==> src/hw/rtl/button_debounce_mode_select_top_defines.svh <==
// Assertion macros shared by the button debounce / mode select RTL.
// Included by the top level; expects clk_i and rst_ni in scope.
`ifndef BUTTON_DEBOUNCE_MODE_SELECT_TOP_DEFINES_SVH
`define BUTTON_DEBOUNCE_MODE_SELECT_TOP_DEFINES_SVH

// Clocked property, switched off while reset is asserted.
`define BDMS_ASSERT(lbl, prop, msg) \
  lbl: assert property (@(posedge clk_i) disable iff (!rst_ni) (prop)) else $error(msg);

// Same-cycle implication form.
`define BDMS_ASSERT_IMP(lbl, ante, cons, msg) \
  `BDMS_ASSERT(lbl, (ante) |-> (cons), msg)

// Next-cycle implication form.
`define BDMS_ASSERT_NXT(lbl, ante, cons, msg) \
  `BDMS_ASSERT(lbl, (ante) |=> (cons), msg)

`endif

==> src/hw/rtl/bdms_pkg.sv <==
// Package for the button debounce / mode select block: types, codes, reset values.
// No dependencies.
`timescale 1ns / 1ps
package bdms_pkg;

  localparam int unsigned TimerW = 16;
  localparam int unsigned TempW  = 8;
  localparam int unsigned CodeW  = 2;
  localparam int unsigned CfgW   = 16;

  localparam logic [CodeW-1:0] UpBit   = 2'b01;
  localparam logic [CodeW-1:0] DownBit = 2'b10;

  localparam logic [TimerW-1:0] DebounceRst = 16'd20;
  localparam logic [TimerW-1:0] HoldRst     = 16'd2000;
  localparam logic [TimerW-1:0] IdleRst     = 16'd10000;
  localparam logic [TempW-1:0]  SavedRst    = 8'd0;

  typedef enum logic [1:0] {
    CFG_DEBOUNCE = 2'd0,
    CFG_HOLD     = 2'd1,
    CFG_IDLE     = 2'd2,
    CFG_SAVED    = 2'd3
  } cfg_idx_e;

  typedef enum logic [1:0] {
    PH_WAIT   = 2'd0,
    PH_HOLD   = 2'd1,
    PH_ADJUST = 2'd2
  } phase_e;

  typedef struct packed {
    logic signed [TempW-1:0] set_temperature;
    logic                    down_pin_level;
    logic                    up_pin_level;
  } in_item_t;

  typedef struct packed {
    logic signed [TempW-1:0] saved_value;
    logic                    save_strobe;
    logic [CodeW-1:0]        button_status;
    logic [CodeW-1:0]        op_mode;
  } result_t;

endpackage

==> src/hw/rtl/bdms_in_stage.sv <==
// Input register for the tick stream: holds one beat until the tick logic takes it.
// Depends on bdms_pkg.
`timescale 1ns / 1ps
module bdms_in_stage (
  input  logic                clk_i,
  input  logic                rst_ni,
  input  logic                s_valid_i,
  output logic                s_ready_o,
  input  bdms_pkg::in_item_t  s_item_i,
  input  logic                take_i,
  output logic                valid_o,
  output bdms_pkg::in_item_t  item_o
);
  import bdms_pkg::*;

  logic     valid_q, valid_d;
  in_item_t item_q;

  // free when empty or emptied this cycle
  assign s_ready_o = !valid_q || take_i;
  assign valid_d   = (s_valid_i && s_ready_o) || (valid_q && !take_i);

  always_ff @(posedge clk_i or negedge rst_ni) begin
    if (!rst_ni) begin
      valid_q <= 1'b0;
    end else begin
      valid_q <= valid_d;
    end
  end

  always_ff @(posedge clk_i) begin
    if (s_valid_i && s_ready_o) begin
      item_q <= s_item_i;
    end
  end

  assign valid_o = valid_q;
  assign item_o  = item_q;

endmodule

==> src/hw/rtl/bdms_tick.sv <==
// Per-tick state update: config registers, timers, debouncer and mode phase machine.
// Depends on bdms_pkg.
`timescale 1ns / 1ps
module bdms_tick (
  input  logic                        clk_i,
  input  logic                        rst_ni,
  input  logic                        cfg_we_i,
  input  logic [1:0]                  cfg_idx_i,
  input  logic [bdms_pkg::CfgW-1:0]   cfg_data_i,
  input  logic                        step_i,
  input  bdms_pkg::in_item_t          item_i,
  output bdms_pkg::result_t           res_o
);
  import bdms_pkg::*;

  logic [TimerW-1:0] debounce_q, hold_t_q, idle_t_q;
  logic [TimerW-1:0] sample_cnt_q, sample_cnt_d;
  logic [TimerW-1:0] hold_cnt_q, hold_cnt_d;
  logic [TimerW-1:0] idle_cnt_q, idle_cnt_d;
  logic [CodeW-1:0]  last_q, last_d;
  logic [CodeW-1:0]  stable_q, stable_d;
  logic [CodeW-1:0]  mode_q, mode_d;
  logic [TempW-1:0]  saved_q, saved_d;
  phase_e            phase_q, phase_d;

  logic [TimerW-1:0] sample_dec, hold_dec, idle_dec;
  logic [CodeW-1:0]  code;
  logic              strobe;

  assign sample_dec = (sample_cnt_q != '0) ? sample_cnt_q - 1'b1 : '0;
  assign hold_dec   = (hold_cnt_q != '0) ? hold_cnt_q - 1'b1 : '0;
  assign idle_dec   = (idle_cnt_q != '0) ? idle_cnt_q - 1'b1 : '0;

  assign code = (item_i.up_pin_level ? '0 : UpBit) | (item_i.down_pin_level ? '0 : DownBit);

  // debouncer: sample when the countdown has run out
  always_comb begin
    sample_cnt_d = sample_dec;
    last_d       = last_q;
    stable_d     = stable_q;
    if (sample_dec == '0) begin
      sample_cnt_d = debounce_q;
      if (code != last_q) begin
        last_d = code;
      end else begin
        stable_d = code;
      end
    end
  end

  // next phase
  always_comb begin
    phase_d = phase_q;
    case (phase_q)
      PH_WAIT: begin
        if (stable_d != '0) phase_d = PH_HOLD;
      end
      PH_HOLD: begin
        if (hold_dec == '0 && stable_d != '0) phase_d = PH_ADJUST;
        if (stable_d == '0) phase_d = PH_WAIT;
      end
      PH_ADJUST: begin
        if (idle_dec == '0) phase_d = PH_WAIT;
      end
      default: phase_d = PH_WAIT;
    endcase
  end

  // phase outputs: timers, mode, saved copy
  always_comb begin
    hold_cnt_d = hold_dec;
    idle_cnt_d = idle_dec;
    mode_d     = mode_q;
    saved_d    = saved_q;
    strobe     = 1'b0;
    case (phase_q)
      PH_WAIT: begin
        if (stable_d != '0) hold_cnt_d = hold_t_q;
      end
      PH_HOLD: begin
        if (hold_dec == '0) begin
          if (stable_d != '0) mode_d = stable_d;
          idle_cnt_d = idle_t_q;
        end
      end
      PH_ADJUST: begin
        if (idle_dec == '0) begin
          if (saved_q != item_i.set_temperature) begin
            saved_d = item_i.set_temperature;
            strobe  = 1'b1;
          end
          mode_d = '0;
        end
        if (stable_d != '0) idle_cnt_d = idle_t_q;
      end
      default: ;
    endcase
  end

  always_ff @(posedge clk_i or negedge rst_ni) begin
    if (!rst_ni) begin
      debounce_q   <= DebounceRst;
      hold_t_q     <= HoldRst;
      idle_t_q     <= IdleRst;
      sample_cnt_q <= '0;
      hold_cnt_q   <= '0;
      idle_cnt_q   <= '0;
      last_q       <= '0;
      stable_q     <= '0;
      mode_q       <= '0;
      saved_q      <= SavedRst;
      phase_q      <= PH_WAIT;
    end else if (cfg_we_i) begin
      // the user must write only while idle, so no tick competes; the block does not enforce it
      case (cfg_idx_i)
        CFG_DEBOUNCE: debounce_q <= cfg_data_i;
        CFG_HOLD:     hold_t_q   <= cfg_data_i;
        CFG_IDLE:     idle_t_q   <= cfg_data_i;
        CFG_SAVED:    saved_q    <= cfg_data_i[TempW-1:0];
        default: ;
      endcase
    end else if (step_i) begin
      sample_cnt_q <= sample_cnt_d;
      hold_cnt_q   <= hold_cnt_d;
      idle_cnt_q   <= idle_cnt_d;
      last_q       <= last_d;
      stable_q     <= stable_d;
      mode_q       <= mode_d;
      saved_q      <= saved_d;
      phase_q      <= phase_d;
    end
  end

  assign res_o.op_mode       = mode_d;
  assign res_o.button_status = stable_d;
  assign res_o.save_strobe   = strobe;
  assign res_o.saved_value   = saved_d;

endmodule

==> src/hw/rtl/button_debounce_mode_select_top.sv <==
// Button debounce / long-press mode select, top level with output register.
// Depends on bdms_pkg, bdms_in_stage, bdms_tick and the assertion macro header.
//
//   channel   | dir | beat content (low bit first)
//   ----------+-----+------------------------------------------------------
//   s_axis    | in  | up_pin_level, down_pin_level, set_temperature[7:0]
//   m_axis    | out | op_mode[1:0], button_status[1:0], save_strobe,
//             |     | saved_value[7:0]
//   cfg       | in  | cfg_idx_i selects register, cfg_data_i value, cfg_we_i write
//
// One beat in gives one beat out. A beat passes the input register, then the
// tick update lands in the state and output registers together.
// A new tick can be taken every cycle while m_axis takes results; the state update
// is a single pass of decrement, compare and select logic from the input register.
// Reset (rst_ni low, async) loads register defaults and clears all timers and
// the debouncer. A stalled m_axis holds the result; the input register then
// fills and s_axis_tready_o drops until the result is taken.
`timescale 1ns / 1ps
`include "button_debounce_mode_select_top_defines.svh"
module button_debounce_mode_select_top (
  input  logic        clk_i,
  input  logic        rst_ni,
  input  logic        s_axis_tvalid_i,
  output logic        s_axis_tready_o,
  input  logic [15:0] s_axis_tdata_i,  // up_pin_level, down_pin_level, set_temperature, pad
  output logic        m_axis_tvalid_o,
  input  logic        m_axis_tready_i,
  output logic [15:0] m_axis_tdata_o,  // op_mode, button_status, save_strobe,
                                       // saved_value, pad
  input  logic        cfg_we_i,
  input  logic [1:0]  cfg_idx_i,
  input  logic [bdms_pkg::CfgW-1:0] cfg_data_i
);
  import bdms_pkg::*;

  localparam int unsigned InW  = $bits(in_item_t);
  localparam int unsigned ResW = $bits(result_t);

  in_item_t s_item, in_item;
  logic     in_valid;
  logic     advance;
  result_t  res;
  result_t  out_q;
  logic     out_valid_q, out_valid_d;

  assign s_item = in_item_t'(s_axis_tdata_i[InW-1:0]);

  // tick moves on when the output register is free or being emptied
  assign advance     = in_valid && (!out_valid_q || m_axis_tready_i);
  assign out_valid_d = advance || (out_valid_q && !m_axis_tready_i);

  bdms_in_stage u_in (
    .clk_i     (clk_i),
    .rst_ni    (rst_ni),
    .s_valid_i (s_axis_tvalid_i),
    .s_ready_o (s_axis_tready_o),
    .s_item_i  (s_item),
    .take_i    (advance),
    .valid_o   (in_valid),
    .item_o    (in_item)
  );

  bdms_tick u_tick (
    .clk_i      (clk_i),
    .rst_ni     (rst_ni),
    .cfg_we_i   (cfg_we_i),
    .cfg_idx_i  (cfg_idx_i),
    .cfg_data_i (cfg_data_i),
    .step_i     (advance),
    .item_i     (in_item),
    .res_o      (res)
  );

  always_ff @(posedge clk_i or negedge rst_ni) begin
    if (!rst_ni) begin
      out_valid_q <= 1'b0;
    end else begin
      out_valid_q <= out_valid_d;
    end
  end

  always_ff @(posedge clk_i) begin
    if (advance) begin
      out_q <= res;
    end
  end

  assign m_axis_tvalid_o = out_valid_q;
  assign m_axis_tdata_o  = {{(16-ResW){1'b0}}, out_q};

  // a save always coincides with the return to idle mode
  `BDMS_ASSERT_IMP(a_strobe_idle, out_valid_q && out_q.save_strobe,
                   out_q.op_mode == '0, "save strobe with nonzero mode")
  // a save copies the temperature of the same tick
  `BDMS_ASSERT_IMP(a_strobe_temp, advance && res.save_strobe,
                   res.saved_value == in_item.set_temperature,
                   "saved value differs from tick temperature")
  // a finished tick always lands in the output register
  `BDMS_ASSERT_NXT(a_adv_out, advance, out_valid_q, "result lost after tick")
  // a held tick is not dropped from the input register
  `BDMS_ASSERT_NXT(a_in_hold, in_valid && !advance, in_valid, "pending tick dropped")

endmodule

==> config.mk <==
export PLATFORM = sky130hd
export DESIGN_NAME = button_debounce_mode_select_top
export DESIGN_NICKNAME = d
export VERILOG_FILES = /design/src/hw/rtl/bdms_pkg.sv /design/src/hw/rtl/bdms_in_stage.sv /design/src/hw/rtl/bdms_tick.sv /design/src/hw/rtl/button_debounce_mode_select_top.sv
export VERILOG_INCLUDE_DIRS = /design/src /design/src/hw/rtl
export SDC_FILE = /design/constraint.sdc
export NUM_CORES = 1
export LEC_CHECK = 0
export ABC_AREA = 1
export BUFFER_PORTS_ARGS = -buffer_cell sky130_fd_sc_hd__buf_2
export CAP_MARGIN = 15
export CORE_MARGIN = 2
export CORE_UTILIZATION = 42
export CTS_CLUSTER_SIZE = 20
export DETAILED_ROUTE_END_ITERATION = 10
export GPL_ROUTABILITY_DRIVEN = 1
export PLACE_DENSITY = 0.63
export SYNTH_ARGS = -nofsm -noshare
export SYNTH_HDL_FRONTEND = slang
export SYNTH_SLANG_ARGS = --single-unit
==> constraint.sdc <==
create_clock -name clk_i -period 2.8 [get_ports clk_i]
set_input_delay 0.56 -clock clk_i [delete_from_list [all_inputs] [get_ports clk_i]]
set_output_delay 0.56 -clock clk_i [all_outputs]
set_load 0.005 [all_outputs]
# After elaboration in Yosys (flattened, before gate mapping)
# Index checks and enable logic that the tools add are counted.
# word_totals
reg_bits,137
output_inout_bits,18
inputBits,39
# classes
add_sub_neg,3
reduce_logical,32
mux,29
eq_ne,11
bitwise,2
# ops
cell,n
two-way mux 16 bit,8
zero test 16 bit,3
two-way mux 8 bit,6
nonzero test 16 bit,3
"subtractor 16 x 1 -> 16 bit, second input constant",3
case mux 16 bit (2 select lines),1
two-way mux 2 bit,10
AND reduction 2 bit,6
inequality test 8 bit,1
"== test 2 bit, second input constant",3
zero test 2 bit,3
"inequality test 2 x 1 -> 1 bit, second input constant",3
case mux 2 bit (3 select lines),1
logical AND 1 bit,5
AND reduction 5 bit,1
"== test 2 x 1 -> 1 bit, second input constant",2
zero test 1 bit,4
logical OR 1 bit,4
case mux 2 bit (2 select lines),1
AND reduction 4 bit,1
nonzero test 2 bit,2
"inequality test 3 x 1 -> 1 bit, second input constant",1
two-way mux 1 bit,2
inequality test 2 bit,1
2 further kinds,2

# Depth between registers and ports, before layout
# Gate-level depths: netlist (run 1).
# depth
ltp_word,10
ltp_mapped,20
ltp_nobuf,19

# Hierarchy
# A second synthesis (run 1) with hierarchy kept.
# hier_totals
hier_cells,1156
area_unflattened_um2,8244.2
# by_module_without_submodules
mod,instances,cells_per_inst,area_each_um2,seq_area_each_um2
bdms_tick,1,1117,7433.4,2819.0
button_debounce_mode_select_top,1,23,465.4,415.4
bdms_in_stage,1,16,345.3,325.3

# Least setup slack after synthesis (run 1)
# Ideal clock, no wire load.
# synth_timing
path_type,register -> register
start,register u_tick.sample_cnt_q[0]
end,register u_tick.idle_cnt_q[11]
path_buffers,2
stages_incl_launch_ff,20
arrival_ns,2.354
period_less_slack_ns,2.471
path_slack_ns,0.329
path_cell_list,dfrtp_1 -> inv_1 -> ha_1 -> nand2_1 -> inv_2 -> nand3_4 -> buf_6 -> o21ai_2 -> nand3_2 -> nor2_4 -> nand3_2 -> nand2_2 -> nand2_2 -> nor2_4 -> buf_6 -> nand2_1 -> nand3_1 -> nand2_1 -> nand2_1 -> nand2_1
# synth_rtl
item,line,source
"start, declared",bdms_tick.sv:17,"logic [TimerW-1:0] sample_cnt_q, sample_cnt_d;"
"start signal, assigned",bdms_tick.sv:123,sample_cnt_q <= sample_cnt_d;
"end signal, assigned",bdms_tick.sv:125,idle_cnt_q <= idle_cnt_d;
"end, declared",bdms_tick.sv:19,"logic [TimerW-1:0] idle_cnt_q, idle_cnt_d;"

==> results of run 1 <==
layout by cell type, fill, tap and decap left out, types with 3 or more instances in the layout:
| cell type | netlist | routed |
|---|---|---|
| a21oi_1 | 19 | 19 |
| buf_12 | 0 | 4 |
| buf_2 | 5 | 46 |
| buf_4 | 4 | 42 |
| clkbuf_16 | 0 | 18 |
| conb_1 | 1 | 3 |
| dfrtp_1 | 101 | 100 |
| dfstp_2 | 13 | 13 |
| edfxtp_1 | 23 | 23 |
| ha_1 | 7 | 7 |
| inv_1 | 142 | 140 |
| inv_2 | 5 | 6 |
| inv_4 | 0 | 3 |
| inv_6 | 0 | 5 |
| nand2_1 | 432 | 431 |
| nand2_2 | 9 | 9 |
| nand2_4 | 3 | 3 |
| nand3_1 | 102 | 101 |
| nand3_2 | 7 | 9 |
| nand3_4 | 2 | 3 |
| nand4_1 | 33 | 33 |
| nor2_1 | 88 | 79 |
| nor2_2 | 12 | 14 |
| nor2_4 | 7 | 14 |
| nor3_1 | 6 | 5 |
| o21a_1 | 3 | 3 |
| o21ai_0 | 89 | 87 |
| o21ai_1 | 25 | 27 |
| o21bai_1 | 4 | 4 |
| or2_2 | 8 | 8 |
| xnor2_1 | 3 | 3 |
| xor2_1 | 9 | 9 |
layer usage:
metal / up-vias / track usage / routed length [um]
li1: 4018 / - / -
met1: 3707 / 0.302 / 10500
met2: 213 / 0.336 / 10300
met3: 25 / 0.0488 / 1440
met4: 0 / 0.0539 / 306
met5: - / 0 / 0
synthesized netlist by cell type (3+ instances only):
| master | n | area [um^2] |
|---|---|---|
| buf_1 | 4 | 15.0 |
| nand4_1 | 33 | 206 |
| nand3_2 | 7 | 70.1 |
| o21bai_1 | 4 | 30.0 |
| xnor2_1 | 3 | 26.3 |
| xor2_1 | 9 | 78.8 |
| ha_1 | 7 | 87.6 |
| dfrtp_1 | 101 | 2530 |
| buf_2 | 5 | 25.0 |
| buf_4 | 4 | 30.0 |
| nor3_1 | 6 | 30.0 |
| inv_2 | 5 | 18.8 |
| o21ai_0 | 89 | 445 |
| o21ai_1 | 25 | 125 |
| nand3_1 | 102 | 510 |
| dfstp_2 | 13 | 342 |
| nand2_1 | 432 | 1620 |
| nand2_4 | 3 | 33.8 |
| nand2_2 | 9 | 56.3 |
| nor2_4 | 7 | 78.8 |
| edfxtp_1 | 23 | 691 |
| buf_6 | 6 | 67.6 |
| inv_1 | 142 | 533 |
| clkbuf_1 | 25 | 93.8 |
| or2_2 | 8 | 50.1 |
| nor2_1 | 88 | 330 |
| nor2_2 | 12 | 75.1 |
| a21oi_1 | 19 | 95.1 |
| o21a_1 | 3 | 22.5 |
worst reg2reg max path: cells and delay by family (launching register included):
kind / cells / cell delay (ns)
simple gates: 11 / 1.40
buf+inv: 4 / 0.57
flops: 1 / 0.42
compound gates: 1 / 0.12
flip-flops by register name, summed over array words and instances, names as in the netlist:
register,flops
u_tick.debounce_q,16
u_tick.hold_cnt_q,16
u_tick.hold_t_q,16
u_tick.idle_cnt_q,16
u_tick.idle_t_q,16
u_tick.sample_cnt_q,16
m_axis_tdata_o,13
u_in.item_o,10
u_tick.saved_q,8
u_tick.last_q,2
u_tick.mode_q,2
u_tick.phase_q,2
u_tick.stable_q,2
m_axis_tvalid_o,1
u_in.valid_o,1
repair_timing:
action / 4_1_cts / 5_1_grt
hold buffers: 1 / 0
setup buffers: 0 / 6
hold endpoints to repair: 3 / 0
setup endpoints to repair: 0 / 54
gates resized for setup: 0 / 27
cell type report:
class,instances,area [um^2],share of cell area
clock inverters,13,105,0.0106
clock buffers,19,454,0.0458
flip-flops and latches,137,3560,0.359
inverters,147,554,0.0559
well taps,265,332,0.0334
multi-input cells,889,4250,0.429
repair buffers,95,658,0.0664
through the flow:
step | cells | setup WS [ns]
after floorplan | 1215 | 0.329
after global placement | 1524 | 0.123
after detailed placement | 1524 | 0.0801
after CTS | 1557 | 0.0510
after global routing | 1565 | -0.0249
final | 1565 | 0.204
cell families (layout without fill, tap and decap cells):
family,Yosys count,count (layout),share of synthesized area
AOI/OAI and AO/OA,147,147,0.0911
xor gates and xnor gates,12,12,0.0124
adders and majority gates,7,7,0.0103
buffers and inverters,191,274,0.0924
DFF,137,137,0.420
muxes,2,2,0.00236
other,1,3,0.000442
and+or+nand+nor,716,718,0.371
power breakdown:
part           total (mW)  leakage [nW]  internal [mW]  switching (mW)
Combinational        4.65          3.20           1.66            2.99
Sequential           2.97          1.63           2.53           0.440
Clock                2.17         0.273           1.21           0.959
Total                9.78          5.10           5.39            4.39
worst paths after layout:
kind,start,to,slack [ns],depth (start not counted)
min in group asynchronous,rst_ni,u_tick.sample_cnt_q[13]$_DFFE_PN0P_,0.49,2
hold / removal,s_axis_tdata_i[7],u_in.item_o[7]$_DFFE_PP_,0.31,1
setup / recovery,u_tick.idle_cnt_q[7]$_DFFE_PN0P_,u_tick.saved_q[5]$_DFFE_PN0P_,0.20,16
hold reg to reg,u_tick.idle_t_q[3]$_DFFE_PN0P_,u_tick.idle_t_q[3]$_DFFE_PN0P_,0.49,2
max in group asynchronous,rst_ni,u_tick.idle_t_q[13]$_DFFE_PN1P_,1.71,3
setup reg to reg,u_tick.idle_cnt_q[7]$_DFFE_PN0P_,u_tick.saved_q[5]$_DFFE_PN0P_,0.20,16
==> results.txt, run 1 <==
The flow ran to the end, and the final reports show no timing, DRC or antenna violations. After detailed routing, the number of vias per cell comes to 5.09. The instance area at placement came out at between 0.009 and 0.01 mm^2.

The final layout contains 1333 nets. The design draws roughly 10 mW. The number of rows in the core area is between 50 and 60.

The average wire length per cell after detail routing came out at 14.4 um. The type of the worst min-delay path is input port to register. At the pin with the least slew margin, the transition time is around 0.7 ns.

The insertion delay of the later-clocked pin in the worst-skew pair came out at around 0.42 ns. The final cell area excluding filler cells is around 0.01 mm^2. The total vias in the final route is approximately 8000. STA classifies the critical path endpoint as a register. At the end of routability-driven placement, the weighted congestion stood at approximately 0.90. The maximum buffer depth of the clock tree came out at 2. The violation count after the first detailed-route iteration came out at 731. The number of buffer cells added on primary ports is 47.

The layout filler cell count is 2017. The slowest stage of the critical path belongs to the cell dfrtp_1. The post-synthesis cell type count is 43. Clock tree synthesis selected as its root buffer the cell clkbuf_16. The number of antenna violations at the first check in global routing came out at 0.

Setup repair after global routing could not meet its margin everywhere. The critical path goes through nor2_1 > nand2_1 > nor2_1 > nand4_1 > buf_4 > buf_4 > nand3_1 > nand2_1 > inv_1 > nand4_1 > nor2_4 > buf_4 > nand3_1 > nand2_1 > nor2_1 > o21ai_1. The final global-route overflow total is 0.

The detail route stage leaves a number of antenna-violating nets equal to 0. The worst-case clock skew is 0.0157 ns. The startpoint type of the worst setup path is a register. The total number of yosys warnings is 0.

The number of global-route vias before repair came out at ~7300. In this design, the stage delay of the slowest critical-path cell is ~0.42 ns. The deepest level of the CTS H-tree is 4.

After technology mapping, the gate count stands at 1213. The number of antenna diodes in the final layout is 0. The maximum fanout encountered on the critical timing path is 8.

The largest vdd supply drop came out at 436 uV. Of the available clock period, the critical path in the final layout requires 0.927. At the worst endpoint, the arrival time is 2.94 ns. The leakage power is roughly 5 nW.

The share of cells above drive strength 1 came out at 0.161. The total power divided by cell area came out at 987 mW/mm^2. The required time of the critical path came out at around 3.2 ns.

The relative max-transition margin is 0.528. Derived from the worst setup path, the maximum achievable clock frequency is 0.385 GHz. The number of optimization iterations in the first detailed-route pass is 7. The initial utilization of the core area, before any placement, comes to 0.431.

Counting flops and latches in the post-synthesis netlist gives between 100 and 150. The floorplan die height is approximately 150 um. During I/O placement, the number of pins put on the boundary was 57.

The placeable core region came out at 0.0197 mm^2. Averaged over all synthesized cells, the footprint is 6.99 um^2. The remaining design rule violation count is 0.

The fraction of synthesis flops using an asynchronous set or reset pin is 0.832. The core utilization of the finished layout is 0.505. Summed over all layers, the routed wires come to around 23 mm.

The layout-stage area growth over the synthesis result came out at 17.0%. The clock buffer count from CTS came out at 17. The placed wire-length estimate is between 15 and 20 mm. The global router's overall resource usage is 0.214.

The first-pass GRT wire length is between 30 and 40 mm. The register clock-pin slew on the reported worst setup and hold paths came out at 0.07 ns. Setup violations remaining at the end of the flow were counted as 0. The share of synthesized area occupied by flip-flops and latches came out at 0.420.

The setup TNS is 0 ns. The die boundary width came out at roughly 150 um. The max-slew violation total from the final report came to 0. The cell area after synthesis came out at 0.00848 mm^2. The critical path is of the register to register type. The count of flip-flops with a built-in enable after synthesis is 23. The combined buffer and inverter count along the critical path came out at 4.

The area enclosed by the die boundary is 0.0213 mm^2. The total number of clock tree sinks came out at roughly 140. The largest net degree at the start of global routing is 67. The worst hold margin came out at approximately 0.31 ns. The primary flip-flop cell chosen by synthesis mapping is dfrtp_1. The number of hold-slack violations in the final timing report came to 0.

The TritonCTS clock tree is done. The smallest clock period supported by the final layout is computed as roughly 2.6 ns. The number of max-cap violations came out at 0. The dominant delay contributor by cell family on the critical path is simple AND/OR/NAND/NOR gates.
Power figures use the tool's default switching activity.
==> run 2, diff against run 1 <==
--- a/config.mk
+++ b/config.mk
@@ -17,4 +17,5 @@
 export PLACE_DENSITY = 0.63
 export SYNTH_ARGS = -nofsm -noshare
 export SYNTH_HDL_FRONTEND = slang
+export SYNTH_HIERARCHICAL = 1
 export SYNTH_SLANG_ARGS = --single-unit
==> run 2 against run 1 <==
Synthesized cell count shrank 4.7%. Critical path depth grew 4. Count of clock-buffer cells in the layout grew 1. Via count shrank 3.4%. Total power shrank 0.14%. Final area shrank 1.9%. Register-to-register slack lost 0.07 ns. Largest cell class unchanged. Highest routed layer unchanged.
==> results.txt, run 2 <==
The number of buffer cells added on primary ports came out at 47 (unchanged). The floorplan die height is 144 um (-1.3%). The clock share of power came out at 0.222 (about the same).

For this run, the leading register cell type out of synthesis is dfrtp_1. The worst-case clock skew came out at 0.00929 ns (-0.00644 ns). The total wire length after detailed routing came out at 21.7 mm (-3.7%). The average cell area after synthesis is 7.13 um^2 (+2.1%).

The fraction of synthesis flops using an asynchronous set or reset pin is 0.832 (unchanged). The arrival time of data at the critical path endpoint is 2.97 ns (+0.03 ns). The insertion delay of the later-clocked pin in the worst-skew pair is 0.42 ns (about the same).

The total design power came out at 9.77 mW (-0.14%). The layout-stage area growth over the synthesis result is 18.0%. The number of rows in the core area came out at 51 (unchanged). The worst setup path is launched from a register. The peak clock frequency supported by timing was 0.376 GHz (-2.5%).

The switching power share of the total was 0.442 (-0.00679). The layout filler cell count is 1880 (-6.8%). The maximum cell stage delay along the critical path is 0.41 ns (about the same).

The actual slew at the worst max-slew pin came out at 0.740 ns (+0.0329 ns). The share of the clock period used by the worst path is 0.951 (+0.0234). The leakage power is 4.83 nW (-5.3%). The core utilization of the finished layout is 0.503 (-0.00138). The weighted congestion reported at the end of routability-driven placement is 0.861 (-4.0%). The cell type contributing the most total cell area after synthesis is dfrtp_1. The max-slew violation total from the final report came out at 0 (unchanged). The number of optimization iterations in the first detailed-route pass is 6 (-1). The depth of the worst register-to-register path is 20 (+4). The area enclosed by the die boundary came out at 0.0208 mm^2 (-2.7%). The portion of total power attributed to combinational logic came out at 0.462 (-0.013). The maximum fanout encountered on the critical timing path was 9 (+1). The global router's overall resource usage came to 0.213 (-0.00188). Sorting the synthesized cells by area gives the leading types as dfrtp_1, nand2_1, edfxtp_1, nand3_1, inv_1.

The type of the worst min-delay path is input port to asynchronous set/reset pin. The clock buffer count from CTS is 17 (unchanged). The post-synthesis instance total is 1156 (-4.7%). The instance area at placement is 0.00881 mm^2 (-4.1%). The most numerous cell type found on the critical path is nand2_1. TritonCTS built the clock tree. The share of synthesized area occupied by flip-flops and latches was 0.432 (+0.0119). The number of antenna violations at the first check in global routing came to 0 (unchanged). The largest net degree at the start of global routing came out at 69 (+3.0%). Setup repair after global routing could not meet its margin everywhere.

The count of flip-flops with a built-in enable after synthesis is 23 (unchanged). The flow ran to the end, and the final reports show no timing, DRC or antenna violations. The largest individual stage delay along the critical path comes from the cell dfrtp_1. The cell area after synthesis is 0.00824 mm^2 (-2.7%). The total number of yosys warnings is 6 (+6).

The commonest non-fill, non-tap cell in the layout is nand2_1. The initial cell density of the core came out at 0.426 (-0.00492). The top-level I/O count is 57 (unchanged).

The first-pass GRT wire length was 34.9 mm (-5.0%). The die boundary width came to 144 um (-1.3%). The total number of clock tree sinks came out at 137 (unchanged). The number of nets at the end of the flow is 1266 (-5.0%).

The placeable core region is 0.0193 mm^2 (-1.6%). The largest vdd supply drop is 584 uV (+34%). After synthesis, the most frequently instantiated cells are nand2_1, inv_1, dfrtp_1. The number of setup violations in the final report is 0 (unchanged). The post-synthesis cell type count is 44 (+2.3%). The relative max-transition margin is 0.506 (-0.0219). The number of antenna-violating nets in the routed design came out at 0 (unchanged).

The total vias in the final route is 7692 (-3.4%). The maximum buffer depth of the clock tree is 2 (unchanged). The number of vias per cell is 5.13 (+0.85%). The clock tree root buffer cell is clkbuf_16. The total internal power was 5.45 mW (+1.1%). The worst setup path is captured at a register. The required time of the critical path came to 3.11 ns (-0.04 ns). The remaining design rule violation count is 0 (unchanged). The share of cells above drive strength 1 is 0.165 (+0.00455). The total power divided by cell area is 1000 mW/mm^2 (+1.8%). The register bit count reported by yosys is 137 (unchanged). The total of hold buffers inserted after clock tree synthesis is 0 (-1). The cell with the most instances after synthesis is nand2_1. The violation count after the first detailed-route iteration is 655 (-10%). The final global-route overflow total is 0 (unchanged).

The deepest level of the CTS H-tree came to 4 (unchanged). The net switching power figure was 4.32 mW (-1.7%). The number of max-cap violations came out at 0 (unchanged). The final cell area excluding filler cells is 0.00973 mm^2 (-1.9%). The register clock-pin slew on the reported worst setup and hold paths is 0.06 ns (about the same).

The number of hold-slack violations in the final timing report came out at 0 (unchanged). The number of global-route vias before repair was 7053 (-3.2%). The share of power burned in registers came out at 0.316 (+0.012). The average wire length per cell after detail routing came to 14.5 um (+0.55%). The share of the synthesized area in the top cell type is 0.307 (+0.00842).

The placed wire-length estimate came out at 14.7 mm (-9.5%). By startpoint and endpoint, the worst setup path is classified as register to register. The number of inserted diodes came out at 0 (unchanged). The clock period minus worst slack is 2.66 ns (+0.0655 ns). In the layout the commonest cells are nand2_1, inv_1, dfrtp_1. The critical path goes through inv_1 > ha_2 > nand2_2 > nor2_4 > nand2_4 > nand3_1 > nand2_1 > inv_1 > nand2_1 > nor2_2 > nand3_2 > nand2_2 > nand2_4 > buf_12 > nor2_4 > nand2_1 > nand3_1 > nand2_1 > nand2_1 > nand2_1.
## run 2: changes by cell type in the layout (fill, tap and decap cells not counted), moves of 4 or more
cell     delta
nand2_1    -27
inv_1      -21
a21oi_1    +15
nand3_1    -15
xnor2_1     +9
buf_4       -8
nor2_1      -8
o21ai_0     -6
or2_2       -6
a31oi_1     +5
ha_1        -4
nand2_2     +4
## run 2: critical path: cells and delay by family (launching register included)
kind | cells | cell delay, ns
flops | 1 | 0.41
simple gates | 16 | 1.66
buf+inv | 3 | 0.26
fa+ha+maj | 1 | 0.19
## run 2: final timing paths
kind / start / end / slack, ns
setup reg to reg: u_tick/sample_cnt_q[1]$_DFFE_PN0P_ / u_tick/idle_cnt_q[9]$_DFFE_PN0P_ / 0.14
setup / recovery: u_tick/sample_cnt_q[1]$_DFFE_PN0P_ / u_tick/idle_cnt_q[9]$_DFFE_PN0P_ / 0.14
max in group asynchronous: rst_ni / u_tick/idle_cnt_q[5]$_DFFE_PN0P_ / 1.76
hold reg to reg: u_tick/debounce_q[14]$_DFFE_PN0P_ / u_tick/debounce_q[14]$_DFFE_PN0P_ / 0.48
hold / removal: rst_ni / u_tick/debounce_q[0]$_DFFE_PN0P_ / 0.16
min in group clk_i: s_axis_tdata_i[0] / u_in/item_o[0]$_DFFE_PP_ / 0.31
## run 2: per-layer routing
| metal | global-route usage | share of wire | vias to the layer above |
|---|---|---|---|
| li1 | - | - | 3851 |
| met1 | 0.297 | 0.48 | 3598 |
| met2 | 0.338 | 0.46 | 225 |
| met3 | 0.0295 | 0.049 | 18 |
| met4 | 0.0779 | 0.016 | 0 |
| met5 | 0 | 0 | - |
## run 2: power groups by stage
| stage | Clock, mW | Sequential, mW | Combinational (mW) |
|---|---|---|---|
| 2_1_floorplan | 0 | 2.97 | 3.17 |
| 3_3_place_gp | 0 | 3.09 | 4.03 |
| 3_5_place_dp | 0 | 3.09 | 4.09 |
| 4_1_cts | 2.21 | 3.07 | 4.11 |
| 5_1_grt | 2.29 | 3.17 | 5.12 |
| 6_report | 2.17 | 3.09 | 4.51 |
## run 2: cells by family after synthesis
family	Yosys count	synth area share
simple gates	663	0.351
buf+inv	171	0.0862
compound gates	159	0.101
flops	137	0.432
xor+xnor	19	0.0202
fa+ha+maj	6	0.00911
other cells	1	0.000455
## run 2: metrics by stage
step           setup TNS (ns)  cells  hold slack [ns]  setup slack (ns)
6_report                    0   1499            0.157             0.138
5_1_grt                -0.173   1499            0.199           -0.0286
4_1_cts                     0   1483            0.174            0.0181
3_5_place_dp                0   1451            0.473            0.0458
3_3_place_gp                0   1451            0.467             0.111
2_1_floorplan               0   1158            0.264             0.424
## run 2: repair_timing
action                                  CTS  global route
resized for setup                         0            49
endpoints found under the setup margin    0            54
buffers inserted                          0            12
## run 2: final cells by class
type / instances / area (um^2) / share of cell area
clock buffer: 20 / 458 / 0.0471
clock inverter: 12 / 115 / 0.0118
inverter: 124 / 465 / 0.0478
multi-input combinational: 854 / 4210 / 0.433
sequential: 137 / 3560 / 0.366
tap: 265 / 332 / 0.0341
timing repair buffer: 87 / 591 / 0.0607
